===== config.mk =====
export PLATFORM = sky130hd
export DESIGN_NAME = base2_modexp_prime_check
export DESIGN_NICKNAME = d
export VERILOG_FILES = /design/src/design/bmpc_pkg.sv /design/src/design/bmpc_mulmod.sv /design/src/design/base2_modexp_prime_check.sv
export SDC_FILE = /design/constraint.sdc
export NUM_CORES = 1
export LEC_CHECK = 0
export ABC_AREA = 1
export BUFFER_PORTS_ARGS = -buffer_cell sky130_fd_sc_hd__clkbuf_2
export CAP_MARGIN = 20
export CORE_MARGIN = 1
export CORE_UTILIZATION = 60
export CTS_BUF_LIST = sky130_fd_sc_hd__clkbuf_2
export DETAILED_ROUTE_END_ITERATION = 8
export PLACE_DENSITY = 0.79
export SKIP_LAST_GASP = 1
export SYNTH_ARGS = -nofsm -noshare
export SYNTH_HDL_FRONTEND = slang
export SYNTH_HIERARCHICAL = 1
export SYNTH_SLANG_ARGS = --single-unit

===== constraint.sdc =====
create_clock -name clock -period 8.9 [get_ports clock]
set_input_delay 1.78 -clock clock [delete_from_list [all_inputs] [get_ports clock]]
set_output_delay 1.78 -clock clock [all_outputs]
set_load 0.01 [all_outputs]

===== src/design/bmpc_pkg.sv =====
// Package with the beat types and constants of the base-2 modular exponentiation prime check.
`timescale 1ns / 1ps
`default_nettype none
package bmpc_pkg;
   localparam int FIELD_W = 30;

   typedef struct packed {
      logic [FIELD_W-1:0] candidate;
      logic [FIELD_W-1:0] test_exponent;
   } req_beat_type;

   typedef struct packed {
      logic prime_flag;
      logic invalid;
   } rsp_beat_type;

   typedef struct packed {
      logic busy;
      logic done;
   } mm_status_type;
endpackage
`default_nettype wire


===== src/design/bmpc_mulmod.sv =====
// Bit-serial modular multiplier, one multiplier bit per cycle, MSB first.
`timescale 1ns / 1ps
`default_nettype none
module bmpc_mulmod
   import bmpc_pkg::*;
#(
   parameter int WIDTH = FIELD_W
) (
   input  wire logic             clock,
   input  wire logic             reset,
   input  wire logic             start,
   input  wire logic [WIDTH-1:0] op_a,
   input  wire logic [WIDTH-1:0] op_b,
   input  wire logic [WIDTH-1:0] modulus,
   output mm_status_type         status,
   output logic      [WIDTH-1:0] product
);
   localparam int CW = $clog2(WIDTH);

   logic             busy_ff, busy_in;
   logic             done_ff, done_in;
   logic [CW-1:0]    cnt_ff, cnt_in;
   logic [WIDTH-1:0] r_ff, r_in;
   logic [WIDTH-1:0] a_ff, a_in;
   logic [WIDTH-1:0] b_ff, b_in;
   logic [WIDTH-1:0] m_ff, m_in;
   logic [WIDTH:0]   dbl;
   logic [WIDTH:0]   dbl_red;
   logic [WIDTH:0]   sum;
   logic [WIDTH:0]   sum_red;

   always_comb begin
      dbl     = {r_ff, 1'b0};
      dbl_red = (dbl >= {1'b0, m_ff}) ? dbl - {1'b0, m_ff} : dbl;
      sum     = b_ff[cnt_ff] ? dbl_red + {1'b0, a_ff} : dbl_red;
      sum_red = (sum >= {1'b0, m_ff}) ? sum - {1'b0, m_ff} : sum;
   end

   always_comb begin
      busy_in = busy_ff;
      done_in = 1'b0;
      cnt_in  = cnt_ff;
      r_in    = r_ff;
      a_in    = a_ff;
      b_in    = b_ff;
      m_in    = m_ff;
      if (start) begin
         busy_in = 1'b1;
         cnt_in  = CW'(WIDTH - 1);
         r_in    = '0;
         a_in    = op_a;
         b_in    = op_b;
         m_in    = modulus;
      end else if (busy_ff) begin
         r_in = sum_red[WIDTH-1:0];
         if (cnt_ff == '0) begin
            busy_in = 1'b0;
            done_in = 1'b1;
         end else begin
            cnt_in = cnt_ff - 1'b1;
         end
      end
   end

   always_ff @(posedge clock) begin
      if (reset) begin
         busy_ff <= 1'b0;
         done_ff <= 1'b0;
      end else begin
         busy_ff <= busy_in;
         done_ff <= done_in;
      end
      cnt_ff <= cnt_in;
      r_ff   <= r_in;
      a_ff   <= a_in;
      b_ff   <= b_in;
      m_ff   <= m_in;
   end

   assign status  = '{busy: busy_ff, done: done_ff};
   assign product = r_ff;
endmodule
`default_nettype wire


===== src/design/base2_modexp_prime_check.sv =====
// Top level of the base-2 modular exponentiation prime check with its sequencer.
`timescale 1ns / 1ps
`default_nettype none
// Each beat computes 2^(p-1) mod p and then 2^e mod p by right-to-left square-and-multiply
// on one shared bit-serial modular multiplier. An exponent of k significant bits costs
// up to 2k products, and a candidate below 2 goes straight to an invalid result without
// any product. The second power is skipped when the first is not 1. A new request is
// taken only when the sequencer is idle; the result waits in an output register.
module base2_modexp_prime_check
   import bmpc_pkg::*;
(
   input  wire logic         clock,
   input  wire logic         reset,
   input  wire logic         req_valid,
   output logic              req_ready,
   input  wire req_beat_type req_data,
   output logic              rsp_valid,
   input  wire logic         rsp_ready,
   output rsp_beat_type      rsp_data
);
   localparam int WIDTH = FIELD_W;

   typedef enum logic [4:0] {
      S_IDLE     = 5'b00001,
      S_STEP     = 5'b00010,
      S_WAIT_ACC = 5'b00100,
      S_WAIT_SQ  = 5'b01000,
      S_FIN      = 5'b10000
   } state_type;

   state_type        state_ff, state_in;
   logic             phase_ff, phase_in;
   logic             pass_ff, pass_in;
   logic             bad_ff, bad_in;
   logic [WIDTH-1:0] m_ff, m_in;
   logic [WIDTH-1:0] e_ff, e_in;
   logic [WIDTH-1:0] x_ff, x_in;
   logic [WIDTH-1:0] acc_ff, acc_in;
   logic [WIDTH-1:0] sq_ff, sq_in;
   logic             rsp_valid_ff, rsp_valid_in;
   rsp_beat_type     rsp_ff, rsp_in;
   logic             mm_start;
   logic [WIDTH-1:0] mm_a;
   logic [WIDTH-1:0] mm_b;
   logic [WIDTH-1:0] mm_p;
   mm_status_type    mm_status;
   logic [WIDTH-1:0] cand;
   logic [WIDTH-1:0] two_mod;
   logic [WIDTH-1:0] one_w;

   assign cand    = WIDTH'(req_data.candidate);
   assign one_w   = WIDTH'(1);
   assign two_mod = (m_ff == WIDTH'(2)) ? '0 : WIDTH'(2);

   bmpc_mulmod #(.WIDTH(WIDTH)) u_mulmod (
      .clock   (clock),
      .reset   (reset),
      .start   (mm_start),
      .op_a    (mm_a),
      .op_b    (mm_b),
      .modulus (m_ff),
      .status  (mm_status),
      .product (mm_p)
   );

   assign req_ready = (state_ff == S_IDLE);
   assign rsp_valid = rsp_valid_ff;
   assign rsp_data  = rsp_ff;

   always_comb begin
      state_in     = state_ff;
      phase_in     = phase_ff;
      pass_in      = pass_ff;
      bad_in       = bad_ff;
      m_in         = m_ff;
      e_in         = e_ff;
      x_in         = x_ff;
      acc_in       = acc_ff;
      sq_in        = sq_ff;
      rsp_valid_in = rsp_valid_ff && !rsp_ready;
      rsp_in       = rsp_ff;
      mm_start     = 1'b0;
      mm_a         = sq_ff;
      mm_b         = sq_ff;
      case (state_ff)
         S_IDLE: begin
            if (req_valid) begin
               m_in     = cand;
               e_in     = cand - one_w;
               x_in     = WIDTH'(req_data.test_exponent);
               phase_in = 1'b0;
               pass_in  = 1'b0;
               acc_in   = one_w;
               sq_in    = (cand == WIDTH'(2)) ? '0 : WIDTH'(2);
               bad_in   = (cand < WIDTH'(2));
               state_in = (cand < WIDTH'(2)) ? S_FIN : S_STEP;
            end
         end
         S_STEP: begin
            if (e_ff == '0) begin
               if (!phase_ff && acc_ff == one_w) begin
                  pass_in  = 1'b1;
                  phase_in = 1'b1;
                  e_in     = x_ff;
                  acc_in   = one_w;
                  sq_in    = two_mod;
               end else begin
                  state_in = S_FIN;
               end
            end else if (e_ff[0]) begin
               mm_start = 1'b1;
               mm_a     = acc_ff;
               state_in = S_WAIT_ACC;
            end else begin
               mm_start = 1'b1;
               state_in = S_WAIT_SQ;
            end
         end
         S_WAIT_ACC: begin
            if (mm_status.done) begin
               acc_in   = mm_p;
               mm_start = 1'b1;
               state_in = S_WAIT_SQ;
            end
         end
         S_WAIT_SQ: begin
            if (mm_status.done) begin
               sq_in    = mm_p;
               e_in     = e_ff >> 1;
               state_in = S_STEP;
            end
         end
         S_FIN: begin
            if (!rsp_valid_ff || rsp_ready) begin
               rsp_valid_in      = 1'b1;
               rsp_in.invalid    = bad_ff;
               rsp_in.prime_flag = !bad_ff && pass_ff && phase_ff && (acc_ff != one_w);
               state_in          = S_IDLE;
            end
         end
         default: begin
            state_in = S_IDLE;
         end
      endcase
   end

   always_ff @(posedge clock) begin
      if (reset) begin
         state_ff     <= S_IDLE;
         rsp_valid_ff <= 1'b0;
      end else begin
         state_ff     <= state_in;
         rsp_valid_ff <= rsp_valid_in;
      end
      phase_ff <= phase_in;
      pass_ff  <= pass_in;
      bad_ff   <= bad_in;
      m_ff     <= m_in;
      e_ff     <= e_in;
      x_ff     <= x_in;
      acc_ff   <= acc_in;
      sq_ff    <= sq_in;
      rsp_ff   <= rsp_in;
   end

`ifndef SYNTHESIS
   a_no_restart: assert property (@(posedge clock) disable iff (reset)
      mm_status.busy |-> !mm_start)
      else $error("Multiplier started while busy.");
   a_idle_quiet: assert property (@(posedge clock) disable iff (reset)
      (state_ff == S_IDLE) |-> !mm_status.busy)
      else $error("Multiplier busy while sequencer idle.");
   a_invalid_verdict: assert property (@(posedge clock) disable iff (reset)
      (rsp_valid_ff && rsp_ff.invalid) |-> !rsp_ff.prime_flag)
      else $error("Prime verdict on invalid candidate.");
   a_wait_busy: assert property (@(posedge clock) disable iff (reset)
      ($past(mm_start) && !$past(reset)) |-> mm_status.busy)
      else $error("Multiplier did not start.");
`endif
endmodule
`default_nettype wire

== Word level (Yosys, flattened, before mapping) ==
Index checks and enable logic that the tools add are counted.

* Flip-flop bits (word level): 287
* Input port bits: 64
* Output and inout bits: 4
* Word-level logic and storage cells: 114

* Add/subtract/negate cells: 5
* Order comparisons: 4
* Equality and inequality tests: 16
* Mux-type cells: 46
* Bitwise operators: 2
* Reduce and logical (&&, ||, !) cells: 23

{| class="wikitable"
|+ Operators by type and width
! cell !! count
|-
| 2-to-1 mux 30 bit || 15
|-
| one-hot mux 30 bit (3 select lines) || 3
|-
| greater-or-equal comparator 31 x 30 -> 1 bit || 2
|-
| 2-to-1 mux 31 bit || 2
|-
| == test 30 x 2 -> 1 bit (second input constant) || 2
|-
| 2-to-1 mux 5 bit || 7
|-
| adder 31 x 30 -> 31 bit || 1
|-
| subtractor 31 x 30 -> 31 bit || 1
|-
| == test 30 x 1 -> 1 bit (second input constant) || 1
|-
| logical NOT 30 bit || 1
|-
| less-than comparator 30 x 2 -> 1 bit (second input constant) || 1
|-
| != test 30 x 1 -> 1 bit (second input constant) || 1
|-
| subtractor 30 x 1 -> 30 bit (second input constant) || 1
|-
| subtractor 30 bit || 1
|-
| one-hot mux 5 bit (5 select lines) || 1
|-
| AND reduction 5 bit || 3
|-
| 2-to-1 mux 1 bit || 12
|-
| != test 2 bit (second input constant) || 4
|-
| less-than comparator 5 x 6 -> 1 bit (second input constant) || 1
|-
| AND reduction 2 bit || 3
|-
| nonzero test 3 bit || 2
|-
| binary-select mux 1 bit (select 5 bit) || 1
|-
| == test 5 x 1 -> 1 bit (second input constant) || 1
|-
| == test 5 x 2 -> 1 bit (second input constant) || 1
|-
| 17 further kinds || 28
|}

== Longest topological paths before layout ==
Gate-level depths: netlist of the first run.

* Depth in word-level cells: 6
* Mapped depth: 47
* Depth with buffers taken out: 45

== Hierarchy ==
The synthesis of the first run kept the hierarchy.

{| class="wikitable"
|+ By module, submodules not included
! module !! instances !! cells each !! area an instance (µm²) !! sequential area each (µm²)
|-
| bmpc_mulmod || 1 || 1,894 || 12,350.6 || 3,443.3
|-
| base2_modexp_prime_check || 1 || 784 || 7,633.6 || 4,744.6
|}

== Worst setup path after synthesis of the first run ==
Ideal clock, no wire load.

* Path kind: reg2reg
* From: register state_ff[1]
* To: register u_mulmod.r_ff[0], in the netlist u_mulmod/product[0]
* Library setup time: 132 ps
* Arrival: 8,071 ps
* Data required time: 8,768 ps
* Path slack: 697 ps
* Cell stages (with the launch flop): 8
* Buffers on the path: 3
* Clock period less this slack: 8,203 ps
* Path through: dfxtp_1 > nor2_1 > nand4_1 > clkbuf_1 > o21ai_0 > clkbuf_1 > clkbuf_1 > a21oi_1

* Cells in the longest elaborated chain, start to end: 2
* Elaborated cells on any way between the ends: 3
* Those cells by class: eq/ne: 2; mux: 1

{| class="wikitable"
|+ RTL lines
! element !! RTL line !! source
|-
| start: declaration || base2_modexp_prime_check.sv:31 || <nowiki>state_type state_ff, state_in;</nowiki>
|-
| start signal: assignment || base2_modexp_prime_check.sv:152 || <nowiki>state_ff <= state_in;</nowiki>
|-
| == test 5 x 3 -> 1 bit or == test 5 x 2 -> 1 bit (tied branches) || base2_modexp_prime_check.sv:85 || <nowiki>case (state_ff)</nowiki>
|-
| one-hot mux 1 bit (2 select lines) (*) || base2_modexp_prime_check.sv:85 ||
|-
| named net mm_start || base2_modexp_prime_check.sv:42 || <nowiki>logic mm_start;</nowiki>
|-
| end signal: assignment || bmpc_mulmod.sv:74 || <nowiki>r_ff <= r_in;</nowiki>
|-
| end: declaration || bmpc_mulmod.sv:23 || <nowiki>logic [WIDTH-1:0] r_ff, r_in;</nowiki>
|}

Mark *: on every way through the listed nets, which the timed path passes. The rest lies on a longest branch.
A chain may end at the register's enable or synchronous reset.

== Worst setup path in the final report of the first run ==
* From: register u_mulmod.r_ff[14], in the netlist u_mulmod/product[14]
* To: register u_mulmod.r_ff[6], in the netlist u_mulmod/product[6]

* Cells in the longest elaborated chain, start to end: 6
* Elaborated cells on any way between the ends: 8
* Those cells by class: add/sub: 3; order compare: 2; mux: 3

{| class="wikitable"
|+ RTL lines
! element !! RTL line !! source
|-
| subtractor 31 x 30 -> 31 bit or greater-or-equal comparator 31 x 30 -> 1 bit (tied branches) || bmpc_mulmod.sv:34 || <nowiki>dbl_red = (dbl >= {1'b0, m_ff}) ? dbl - {1'b0, m_ff} : dbl;</nowiki>
|-
| 2-to-1 mux 31 bit (*) || bmpc_mulmod.sv:34 ||
|-
| adder 31 x 30 -> 31 bit || bmpc_mulmod.sv:35 || <nowiki>sum = b_ff[cnt_ff] ? dbl_red + {1'b0, a_ff} : dbl_red;</nowiki>
|-
| 2-to-1 mux 31 bit (*) || bmpc_mulmod.sv:35 ||
|-
| greater-or-equal comparator 31 x 30 -> 1 bit or subtractor 30 bit (tied branches) || bmpc_mulmod.sv:36 || <nowiki>sum_red = (sum >= {1'b0, m_ff}) ? sum - {1'b0, m_ff} : sum;</nowiki>
|-
| 2-to-1 mux 30 bit (*) || bmpc_mulmod.sv:36 ||
|}

Every way passes the cells marked *; elsewhere a longest branch is shown, timed or not.

==> flow_metrics.py, run 1 <==
metrics = {
    "synth": {
        "syn_nets": 2838,
        "syn-cell-area_sq_um": 20000,
        "syn_inst": 2677,
        "synth.avg_cell_area_sq_um": 7.46,
        "yosys_warnings": 6,
    },
    "cts": {
        "cts_buffer_depth": 3,
        "insertion_delay_ps": 890,
        "htreeDepth": 3,
        "ctsRootBufferMaster": "clkbuf_2",
        "hold_buffers": 0,
        "cts_tree": "yes",
        "cts_buffers": 71,
        "cts_resized": 0,
        "cts_sinks": 287,
        "clk_pin_slew_worst_paths_ps": 150,
        "post_cts_buffers": 0,
    },
    "placement": {
        "dp_hpwl_um": 54000,
        "place_ws_ps": 1350,
        "io_buffers": 67,
        "place_congestion": 1.16,
        "place_area_sq_um": 20600,
    },
    "worst_setup_path": {
        "startpoint_type": "flop",
        "worstSetupEndpointType": "flop",
        "crit_required_ps": 9650,
        "cpMostUsedCell": "nand2_1",
        "critPathMaxStageDelay_ps": 660,
        "arrival_ps": 8700,
        "slowest_stage": "nand3_2",
        "crit_buf_inv": 2,
        "crit_fanout": 30,
        "crit_type": "reg2reg",
        "cp_top_family": "simple AND/OR/NAND/NOR gates",
        "r2r_cells": 40,
        "path_depth": 40,
    },
    "layout": {
        "seqCellArea_sq_um": 8190,
        "area_growth_syn_to_layout_pct": 6.50,
        "drive_above_1_share": 0.111,
        "multi_input_comb_area_sq_um": 9780,
        "finalNetCount": 2931,
        "fillers": 2792,
        "fin_area_sq_um": 21300,
    },
    "detailed_routing": {
        "vias_per_cell": 5.87,
        "num_vias": 19143,
        "drc": 0,
        "dr.first_iter.drc_count": 2301,
        "antenna_left": 0,
        "firstDrtPassIters": 6,
        "wl_per_cell_um": 21.2,
        "routed_wl_um": 69100,
    },
    "sta": {
        "hold_viol": 0,
        "worst_clock_skew_ps": 91.6,
        "timing.final.ws_setup_ps": 950,
        "rsz0062_at_grt": "false",
        "slew_headroom": 0.320,
        "hold_slack_ps": 416,
        "finalSetupTns_ps": 0,
        "max_freq_mhz": 126,
        "slew_viol_final": 0,
        "fin_crit_ps": 7950,
        "tightest_slew_ps": 1020,
        "finalSetupViolations": 0,
        "finalCritPeriodShare": 0.893,
    },
    "floorplan": {
        "rows": 66,
        "core_area_sq_um": 32600,
        "die_y_um": 184,
        "start_util": 0.612,
        "fp.dieArea_sq_um": 34000,
        "die_w_um": 184,
        "io_pins": 68,
    },
    "grt": {
        "grt_pass1_wl_um": 103000,
        "grt_usage": 0.412,
        "grt_start_max_net_pins": 95,
        "antenna_found_initial": 1,
        "grt_pass1_vias": 18418,
        "grt_overflow": 0,
    },
    "outcome": {
        "status": "finished, final reports clean",
    },
    "worst_hold_path": {
        "hold-path-cell-count": 0,
        "hp-class": "reg2reg",
    },
    "job": {
        "drv_cap": 0,
    },
}
[routing by layer]
layer / GRT usage / vias to the layer above / share of wire
met5: 0 / - / 0
met4: 0.280 / 0 / 0.073
met3: 0.0861 / 266 / 0.10
met2: 0.664 / 1269 / 0.45
met1: 0.497 / 8738 / 0.37
li1: - / 8870 / -
[metrics by stage]
stage / utilization / instances
2_1_floorplan: - / 2677
3_3_place_gp: 0.631 / 3137
3_5_place_dp: 0.632 / 3138
4_1_cts: 0.651 / 3258
5_1_grt: 0.652 / 3260
6_report: 0.652 / 3260
[worst paths after layout]
path | to | slack, ps | from
worst max register to register | u_mulmod/product[6] | 950 | u_mulmod/product[14]
worst max-delay path | u_mulmod/product[6] | 950 | u_mulmod/product[14]
worst min-delay path | u_mulmod/m_ff[2] | 420 | m_ff[2]
worst min register to register | u_mulmod/m_ff[2] | 420 | m_ff[2]
[worst reg2reg max path, delay by kind of cell (launching register included)]
kind / cells / cell delay [ps]
AND/OR/NAND/NOR: 31 / 5000
adder cells (fa/ha/maj): 3 / 1260
flip-flops: 1 / 470
buffers and inverters: 2 / 470
AO/OA/AOI/OAI: 3 / 430
XOR/XNOR: 1 / 180
[state kept, by name, summed over array words and instances, names as in the netlist]
name	cells
u_mulmod/busy_ff	1
x_ff	30
u_mulmod/a_ff	30
u_mulmod/b_ff	30
u_mulmod/done_ff	1
mm_b	30
rsp_data	2
pass_ff	1
bad_ff	1
e_ff	30
acc_ff	30
u_mulmod/cnt_ff	5
state_ff	5
m_ff	30
u_mulmod/product	30
u_mulmod/m_ff	30
rsp_valid	1
[cells in the final DEF (no fill, tap or decap), types with 3 or more instances in the layout]
| cell | count |
|---|---|
| a21boi_0 | 4 |
| a21o_1 | 10 |
| a21oi_1 | 120 |
| a21oi_2 | 4 |
| and2_1 | 7 |
| buf_4 | 9 |
| clkbuf_2 | 160 |
| clkinv_1 | 17 |
| clkinv_2 | 6 |
| dfxtp_1 | 43 |
| edfxtp_1 | 244 |
| fa_1 | 3 |
| ha_1 | 94 |
| inv_1 | 419 |
| inv_2 | 18 |
| nand2_1 | 819 |
| nand2_2 | 31 |
| nand3_1 | 206 |
| nand3_2 | 32 |
| nand3b_1 | 7 |
| nand4_1 | 43 |
| nor2_1 | 247 |
| nor2_2 | 20 |
| nor2_4 | 7 |
| nor3_1 | 26 |
| nor3_2 | 3 |
| nor4_1 | 9 |
| o211ai_1 | 17 |
| o21ai_0 | 37 |
| o21ai_1 | 29 |
| o21bai_1 | 21 |
| o221ai_1 | 5 |
| or2_2 | 7 |
| xnor2_1 | 39 |
| xor2_1 | 26 |
[area by class of cell]
type / instances / share of cell area
inverters: 439 / 0.0776
flip-flops and latches: 287 / 0.385
diodes: 1 / 0.000118
clock inverters: 27 / 0.00823
well taps: 442 / 0.0260
repair buffers: 78 / 0.0215
clock buffers: 93 / 0.0219
multi-input cells: 1893 / 0.460
Power of run 1 is not shown: default switching activity piles up to over one toggle a cycle in this logic, so the estimate is an artifact.
==> run 2: changes to the inputs <==
Settings changed: CORE_MARGIN 1 to unset, GPL_TIMING_DRIVEN set to 0.
Clock period 8.9 ns to 8.45 ns, I/O delays scaled along.
==> flow_metrics.py, run 2 (synthesis gave the netlist of run 1 again) <==
metrics = {
    "outcome": {
        "status": "finished, final reports clean",
    },
    "floorplan": {
        "start_util": 0.612,
        "die_w_um": 184,
        "die_y_um": 184,
        "core_area_sq_um": 32600,
        "rows": 66,
        "fp.dieArea_sq_um": 34000,
        "io_pins": 68,
    },
    "grt": {
        "grt_overflow": 0,
        "grt_pass1_wl_um": 99600,
        "grt_start_max_net_pins": 35,
        "grt_pass1_vias": 18045,
        "grt_usage": 0.398,
        "antenna_found_initial": 3,
    },
    "sta": {
        "tightest_slew_ps": 1080,
        "fin_crit_ps": 6730,
        "hold_viol": 0,
        "rsz0062_at_grt": "false",
        "finalCritPeriodShare": 0.797,
        "slew_headroom": 0.279,
        "finalSetupViolations": 0,
        "worst_clock_skew_ps": 66.6,
        "slew_viol_final": 0,
        "max_freq_mhz": 149,
    },
    "cts": {
        "clk_pin_slew_worst_paths_ps": 110,
        "insertion_delay_ps": 880,
        "ctsRootBufferMaster": "clkbuf_2",
        "cts_sinks": 287,
        "htreeDepth": 3,
        "cts_tree": "yes",
        "cts_buffers": 67,
        "post_cts_buffers": 0,
        "cts_buffer_depth": 3,
        "hold_buffers": 0,
        "cts_resized": 0,
    },
    "layout": {
        "layout_commonest_cell": "nand2_1",
        "postLayoutCoreUtil": 0.665,
        "fillers": 2802,
        "mostFrequentLayoutCells": "nand2_1 (819), inv_1 (419), nor2_1 (247)",
        "area_growth_syn_to_layout_pct": 8.52,
        "finalNetCount": 2978,
        "drive_above_1_share": 0.122,
    },
    "detailed_routing": {
        "firstDrtPassIters": 8,
        "dr.first_iter.drc_count": 1911,
        "wl_per_cell_um": 20.0,
        "routed_wl_um": 66400,
        "antenna_left": 0,
        "drc": 0,
        "num_vias": 18920,
        "vias_per_cell": 5.71,
    },
    "worst_setup_path": {
        "cpMostUsedCell": "nand2_1",
        "slowest_stage": "dfxtp_1",
        "arrival_ps": 7440,
        "crit_type": "reg2reg",
        "startpoint_type": "flop",
        "crit_required_ps": 9160,
        "critPathMaxStageDelay_ps": 720,
        "crit_fanout": 10,
        "worstSetupEndpointType": "flop",
    },
    "worst_hold_path": {
        "hp-class": "reg2reg",
    },
    "placement": {
        "io_buffers": 67,
        "dp_hpwl_um": 53500,
        "place_congestion": 1.08,
    },
    "job": {
        "drv_cap": 0,
    },
}
==> run 2: changes by cell type in the layout (fill, tap and decap cells not counted), sizes merged <==
cell / before / now
buf: 11 / 46
bufinv: 2 / 4
clkbuf: 160 / 179
clkinv: 25 / 21
clkinvlp: 1 / 0
inv: 438 / 440
==> run 2: layer usage <==
metal,GRT usage,routed length [um]
met5,0,29
met2,0.653,30400
met1,0.474,24600
met4,0.274,5000
met3,0.0751,6470
==> run 2: final timing paths <==
path / startpoint / endpoint / slack, ps / cells after the start
setup / recovery: u_mulmod/product[11] / u_mulmod/product[12] / 1720 / 36
hold / removal: m_ff[9] / u_mulmod/m_ff[9] / 410 / 0
setup reg to reg: u_mulmod/product[11] / u_mulmod/product[12] / 1720 / 36
hold reg to reg: m_ff[9] / u_mulmod/m_ff[9] / 410 / 0
==> run 2: per-stage QoR <==
step                      TNS (ps)  setup WS, ps  cells  hold slack (ps)  instance area (sq um)
final                            0          1720   3313              414                  21700
after global routing             0          1310   3313              460                  21700
after CTS                        0          1900   3312              396                  21700
after detailed placement         0          1930   3190              436                  21000
after global placement     -249740         -2460   3186              429                  20900
after floorplan                  0           247   2677              426                  20000
==> run 2: final cells by class <==
cell class	count	area [sq um]	share of cell area
inverters	439	1650	0.0761
plain buffers	58	384	0.0177
flip-flops and latches	287	8190	0.378
multi-input cells	1893	9790	0.451
repair buffers	71	415	0.0192
diodes	1	2.50	0.000115
well taps	442	553	0.0255
clock inverters	26	218	0.0100
clock buffers	96	480	0.0222
==> run 2: critical path: cells and delay by family, from the launching register on <==
family	cells	cell delay, ps
buf+inv	4	790
simple gates	24	2970
flops	1	720
compound gates	4	830
fa+ha+maj	3	1040
xor+xnor	1	190
Power of run 2 is left out for the same reason.
